==> src/hw/rtl/kwm_pkg.sv <==
// Package for the k-way sorted merge: shared types and fixed constants.
`default_nettype none

package kwm_pkg;

  // Width of the list count register and of the source field on the result
  localparam int CFG_W      = 5;
  localparam int SRC_OUT_W  = 4;
  localparam logic [CFG_W-1:0] LIST_COUNT_RESET = 5'd16;

  // Per-cycle command broadcast to every cell of the sorted chain
  typedef struct packed {
    logic insert;
    logic pop;
  } cell_ctrl_t;

endpackage

`default_nettype wire

==> src/hw/rtl/kwm_cell.sv <==
// One cell of the sorted chain: holds one (value, list) entry in ascending order.
`default_nettype none

module kwm_cell #(
  parameter int DATA_WIDTH = 32,
  parameter int SRC_W      = 4
) (
  input  wire                          clk,
  input  wire                          rst,
  input  wire kwm_pkg::cell_ctrl_t     ctrl,
  input  wire logic [DATA_WIDTH-1:0]   ins_val,
  input  wire logic [SRC_W-1:0]        ins_src,
  input  wire logic                    left_valid,
  input  wire logic                    left_lt,
  input  wire logic [DATA_WIDTH-1:0]   left_val,
  input  wire logic [SRC_W-1:0]        left_src,
  input  wire logic                    right_valid,
  input  wire logic [DATA_WIDTH-1:0]   right_val,
  input  wire logic [SRC_W-1:0]        right_src,
  output logic                         valid,
  output logic [DATA_WIDTH-1:0]        val,
  output logic [SRC_W-1:0]             src,
  output logic                         lt
);
  import kwm_pkg::*;

  logic val_lt;
  logic val_eq;

  // New entry sorts ahead of this one; an empty cell counts as infinity
  assign val_lt = $signed(ins_val) < $signed(val);
  assign val_eq = ins_val == val;
  assign lt     = !valid || val_lt || (val_eq && (ins_src < src));

  // Fill only the first empty cell on an insert: its left neighbour holds an entry
  always_ff @(posedge clk) begin
    if (rst) begin
      valid <= 1'b0;
    end else if (ctrl.pop) begin
      valid <= right_valid;
    end else if (ctrl.insert && left_valid) begin
      valid <= 1'b1;
    end
  end

  always_ff @(posedge clk) begin
    if (ctrl.pop) begin
      val <= right_val;
      src <= right_src;
    end else if (ctrl.insert) begin
      // Shift right where the left neighbour is displaced, take new at the gap
      if (left_lt) begin
        val <= left_val;
        src <= left_src;
      end else if (lt) begin
        val <= ins_val;
        src <= ins_src;
      end
    end
  end

endmodule

`default_nettype wire

==> src/hw/rtl/k_way_sorted_merge.sv <==
// An accepted input beat is inserted into the cell chain and, where it asks for a
// result, sets pop_pending; the pop of the head cell then goes into the output
// register. No input beat is taken while a pop is pending; a held result delays it.
// Load-phase beats before the last head give no result beat and can follow every cycle.
// Reset: queue emptied, load phase, heads count zero, list_count set to 16.
`default_nettype none

module k_way_sorted_merge #(
  parameter int MAX_LISTS  = 16,
  parameter int DATA_WIDTH = 32,
  localparam int IN_W  = ((DATA_WIDTH + 7) / 8) * 8,
  localparam int OUT_W = ((DATA_WIDTH + kwm_pkg::SRC_OUT_W + 7) / 8) * 8
) (
  input  wire                             clk,
  input  wire                             rst,
  input  wire                             s_tvalid,
  output logic                            s_tready,
  input  wire logic [IN_W-1:0]            s_tdata,   // value
  input  wire logic [0:0]                 s_tuser,   // present
  output logic                            m_tvalid,
  input  wire                             m_tready,
  output logic [OUT_W-1:0]                m_tdata,   // merged_value, source_list
  output logic [0:0]                      m_tuser,   // done_res
  input  wire                             cfg_valid,
  output logic                            cfg_ready,
  input  wire logic [kwm_pkg::CFG_W-1:0]  cfg_data   // list_count
);
  import kwm_pkg::*;

  localparam int SRC_W = $clog2(MAX_LISTS);
  localparam int CW    = $clog2(MAX_LISTS + 1);
  localparam int CMPW  = (CW > CFG_W) ? CW : CFG_W;

  logic [CFG_W-1:0]      list_count;
  logic                  merging;
  logic [CW-1:0]         heads_loaded;
  logic [CW-1:0]         heads_loaded_next;
  logic [SRC_W-1:0]      req_list;
  logic                  pop_pending;
  logic                  s_fire;
  logic                  do_pop;
  logic                  pop_req;
  logic [DATA_WIDTH-1:0] ins_val;
  logic [SRC_W-1:0]      ins_src;
  cell_ctrl_t            ctrl;

  logic [DATA_WIDTH-1:0] out_val;
  logic [SRC_W-1:0]      out_src;
  logic                  out_done;

  logic                  cell_valid [MAX_LISTS];
  logic [DATA_WIDTH-1:0] cell_val   [MAX_LISTS];
  logic [SRC_W-1:0]      cell_src   [MAX_LISTS];
  logic                  cell_lt    [MAX_LISTS];

  assign cfg_ready = 1'b1;
  assign s_tready  = !pop_pending;
  assign s_fire    = s_tvalid && s_tready;
  assign do_pop    = pop_pending && (!m_tvalid || m_tready);

  assign ins_val = s_tdata[DATA_WIDTH-1:0];
  assign ins_src = merging ? req_list : heads_loaded[SRC_W-1:0];

  assign ctrl = '{insert: s_fire && s_tuser[0], pop: do_pop && cell_valid[0]};

  // Saturating head count; a zero list count behaves as one
  assign heads_loaded_next = (heads_loaded == CW'(MAX_LISTS)) ? heads_loaded
                                                               : heads_loaded + CW'(1);
  assign pop_req = merging
                || (CMPW'(heads_loaded_next) >= CMPW'(list_count))
                || (heads_loaded_next == CW'(MAX_LISTS));

  genvar g;
  generate
    for (g = 0; g < MAX_LISTS; g++) begin : g_cell
      logic                  l_valid;
      logic                  l_lt;
      logic [DATA_WIDTH-1:0] l_val;
      logic [SRC_W-1:0]      l_src;
      logic                  r_valid;
      logic [DATA_WIDTH-1:0] r_val;
      logic [SRC_W-1:0]      r_src;

      if (g == 0) begin : g_first
        assign l_valid = 1'b1;
        assign l_lt    = 1'b0;
        assign l_val   = '0;
        assign l_src   = '0;
      end else begin : g_mid
        assign l_valid = cell_valid[g-1];
        assign l_lt    = cell_lt[g-1];
        assign l_val   = cell_val[g-1];
        assign l_src   = cell_src[g-1];
      end

      if (g == MAX_LISTS - 1) begin : g_last
        assign r_valid = 1'b0;
        assign r_val   = '0;
        assign r_src   = '0;
      end else begin : g_inner
        assign r_valid = cell_valid[g+1];
        assign r_val   = cell_val[g+1];
        assign r_src   = cell_src[g+1];
      end

      kwm_cell #(
        .DATA_WIDTH (DATA_WIDTH),
        .SRC_W      (SRC_W)
      ) u_cell (
        .clk         (clk),
        .rst         (rst),
        .ctrl        (ctrl),
        .ins_val     (ins_val),
        .ins_src     (ins_src),
        .left_valid  (l_valid),
        .left_lt     (l_lt),
        .left_val    (l_val),
        .left_src    (l_src),
        .right_valid (r_valid),
        .right_val   (r_val),
        .right_src   (r_src),
        .valid       (cell_valid[g]),
        .val         (cell_val[g]),
        .src         (cell_src[g]),
        .lt          (cell_lt[g])
      );
    end
  endgenerate

  always_ff @(posedge clk) begin
    if (rst) begin
      list_count <= LIST_COUNT_RESET;
    end else if (cfg_valid && cfg_ready) begin
      list_count <= cfg_data;
    end
  end

  always_ff @(posedge clk) begin
    if (rst) begin
      merging      <= 1'b0;
      heads_loaded <= '0;
      req_list     <= '0;
      pop_pending  <= 1'b0;
    end else if (do_pop) begin
      pop_pending <= 1'b0;
      if (cell_valid[0]) begin
        merging  <= 1'b1;
        req_list <= cell_src[0];
      end else begin
        // Queue drained: back to loading heads
        merging      <= 1'b0;
        heads_loaded <= '0;
        req_list     <= '0;
      end
    end else if (s_fire) begin
      pop_pending <= pop_req;
      if (!merging) begin
        heads_loaded <= heads_loaded_next;
      end
    end
  end

  always_ff @(posedge clk) begin
    if (rst) begin
      m_tvalid <= 1'b0;
    end else if (do_pop) begin
      m_tvalid <= 1'b1;
    end else if (m_tready) begin
      m_tvalid <= 1'b0;
    end
  end

  always_ff @(posedge clk) begin
    if (do_pop) begin
      if (cell_valid[0]) begin
        out_val  <= cell_val[0];
        out_src  <= cell_src[0];
        out_done <= 1'b0;
      end else begin
        out_val  <= '0;
        out_src  <= '0;
        out_done <= 1'b1;
      end
    end
  end

  assign m_tdata    = OUT_W'({SRC_OUT_W'(out_src), out_val});
  assign m_tuser[0] = out_done;

endmodule

`default_nettype wire

==> config.mk <==
export PLATFORM = sky130hd
export DESIGN_NAME = k_way_sorted_merge
export DESIGN_NICKNAME = d
export VERILOG_FILES = /design/src/hw/rtl/kwm_pkg.sv /design/src/hw/rtl/kwm_cell.sv /design/src/hw/rtl/k_way_sorted_merge.sv
export SDC_FILE = /design/constraint.sdc
export NUM_CORES = 2
export LEC_CHECK = 0
export BUFFER_PORTS_ARGS = -buffer_cell sky130_fd_sc_hd__buf_2
export CAP_MARGIN = 20
export CORE_MARGIN = 1
export CORE_UTILIZATION = 41
export CTS_CLUSTER_DIAMETER = 120
export DETAILED_ROUTE_END_ITERATION = 10
export GPL_ROUTABILITY_DRIVEN = 0
export HOLD_SLACK_MARGIN = 0.15
export PLACE_DENSITY_LB_ADDON = 0.25
export SLEW_MARGIN = 20
export SYNTH_ARGS = -nofsm -noshare
export SYNTH_HDL_FRONTEND = slang
export SYNTH_HIERARCHICAL = 1
export SYNTH_SLANG_ARGS = --single-unit
==> constraint.sdc <==
create_clock -name clk -period 11.87 [get_ports clk]
set_input_delay 1.7805 -clock clk [delete_from_list [all_inputs] [get_ports clk]]
set_output_delay 1.7805 -clock clk [all_outputs]
set_load 0.02 [all_outputs]
==> results.py <==
metrics = {
    "run_status": {
        "status": "complete, no violations",
    },
    "timing": {
        "setup_tns_ns": 0,
        "max_clock_freq_mhz": 165,
        "worst_pin_slew_ns": 1.10,
        "setup_viol": 0,
        "finClkSkew_ns": 0.0225,
        "maxSlewViolCount": 0,
        "period_minus_slack_ns": 6.06,
        "holdWs_ns": 0.458,
        "finalCritPeriodShare_pct": 51.1,
        "rsz0062_at_grt": "no",
        "slew_headroom_pct": 26.9,
        "hold_viol": 0,
    },
    "setup_path": {
        "critical_path_class": "input pin to flip-flop",
        "critPathSlowestCell": "a211o_2",
        "crit_chain": "buf_2, buf_4, ha_1, nand4_1, nor4_1, a21boi_0, o31a_1, or3_1, a211o_2, nor2_1, nor4b_1, a211oi_4, buf_4",
        "slowest_delay_ns": 0.80,
        "end_kind": "flip-flop",
        "crit_family": "compound AO/OA/AOI/OAI gates",
        "cp_max_fo": 37,
        "path_buf_inv": 3,
        "cp.required_ns": 12.19,
        "critical_path_arrival_ns": 6.38,
        "setup.worst_path.start_class": "input pin",
        "crit_top_cell": "buf_4",
    },
    "routing": {
        "drt_wl_total_mm": 118,
        "drt_iter0_markers": 2356,
        "drc_errors": 0,
        "wl_per_cell_um": 17.8,
        "ant_nets": 0,
        "first_pass_iters": 5,
        "via_per_inst": 5.37,
        "vias": 35700,
    },
    "cts": {
        "cts-buffers-inserted": 78,
        "postCtsSetupRepairBufs": 0,
        "clock_sinks": 646,
        "clockRootBuffer": "clkbuf_16",
        "clkLatencyLatePin_ns": 0.65,
        "tritoncts": "done",
        "cts_resized": 0,
        "htree_levels": 3,
        "hold_buffers": 0,
        "path_clk_slew_ns": 0.06,
        "clockBufferDepth": 3,
    },
    "final_layout": {
        "layout.nets": 5666,
        "seqCellArea_mm2": 0.0191,
        "final_cell_mix": "nand2_1 (705), o21ai_0 (657), edfxtp_1 (613)",
        "fill_cells": 11000,
        "n_antenna_cell": 0,
        "multi_input_area_mm2": 0.0256,
        "final_common_cell": "nand2_1",
        "area_growth_pct": 10.7,
        "drive_above_1_share_pct": 6.37,
    },
    "pwr": {
        "p_leak_nw": 24.7,
        "max-vdd-ir-drop_mv": 0.110,
        "powerDensity_mw_per_mm2": 112,
    },
    "min_path": {
        "hold_class": "flip-flop to flip-flop",
    },
    "global_route": {
        "grt.overflow.total": 0,
        "grt_usage_pct": 20.0,
        "antenna_found_initial": 0,
        "grt_pass1_vias": 35400,
        "grt_start_max_net_pins": 266,
        "grt_pass1_wl_mm": 190,
    },
    "yosys": {
        "synth_area_mm2": 0.0473,
        "synth_cells": 4956,
        "avgSynthCellArea_um2": 9.54,
        "synth_warnings": 6,
    },
    "die": {
        "die-area_mm2": 0.117,
        "rows": 124,
        "core-area_mm2": 0.114,
        "start_util_pct": 41.4,
        "die_x_um": 342,
        "ios": 87,
        "die_y_um": 342,
    },
    "run": {
        "drv_cap": 0,
    },
    "placement": {
        "dpl.hpwl_mm": 87.4,
        "port_buffers": 81,
    },
}
## routing by layer
metal	vias up	part of all wire (%)	wire, um	global-route usage (%)
li1	17900	-	-	-
met1	16800	49	57300	27.7
met2	708	45	53200	32.5
met3	200	3.5	4170	2.08
met4	0	2.9	3400	6.25
met5	-	0	0	0
## flip-flops by register name, summed over array words and instances, names as in the netlist
| name | count |
|---|---|
| g_cell.u_cell/val | 512 |
| pop_pending | 1 |
| merging | 1 |
| g_cell.u_cell/valid | 16 |
| heads_loaded | 5 |
| m_tuser | 1 |
| out_val | 32 |
| list_count | 5 |
| g_cell.u_cell/src | 64 |
| req_list | 4 |
| m_tvalid | 1 |
| out_src | 4 |
## power breakdown
part	total (mW)	switching [mW]	internal (mW)	leakage, nW
sequential	2.72	0.0903	2.63	5.99
clock	2.40	0.993	1.40	1.23
combinational	0.745	0.464	0.281	17.5
total	5.86	1.55	4.32	24.7
## worst paths after layout
path	start	to	slack, ns	cells after the start
setup reg to reg	g_cell[6].u_cell/val[14]$_DFFE_PP_	g_cell[7].u_cell/src[0]$_DFFE_PP_	6.97	12
hold / removal	req_list[1]$_SDFFE_PP0P_	req_list[1]$_SDFFE_PP0P_	0.46	2
setup / recovery	s_tdata[14]	g_cell[7].u_cell/src[0]$_DFFE_PP_	5.81	13
hold reg to reg	req_list[1]$_SDFFE_PP0P_	req_list[1]$_SDFFE_PP0P_	0.46	2
## worst register-to-register path, delay by kind of cell, from the launching register on
family	cells	cell delay [ns]
AOI/OAI and AO/OA	4	2.09
adders and majority gates	1	0.32
buffers and inverters	2	0.46
DFF	1	0.40
and+or+nand+nor	5	1.31
## stage by stage
stage               instance area (um^2)  cells  setup slack (ns)  total power, mW  utilization, %
finish                             52300   6633              5.81             5.86            45.8
CTS                                52300   6633              5.67             5.93            45.8
detailed placement                 49800   6488              4.96             3.51            43.6
global route                       52300   6633              5.38             6.12            45.8
global placement                   49800   6487              5.04             3.48            43.6
floorplan                          47600   5034              4.20             3.22               -
## cell type report
class	instances	share of cell area [%]
Clock buffer	111	4.22
Clock inverter	34	0.569
Inverter	603	4.32
Multi-Input combinational cell	3577	49.0
Sequential cell	646	36.4
Tap cell	1512	3.61
Timing Repair Buffer	150	1.84
No activity file was read; power rests on OpenSTA's default activity.
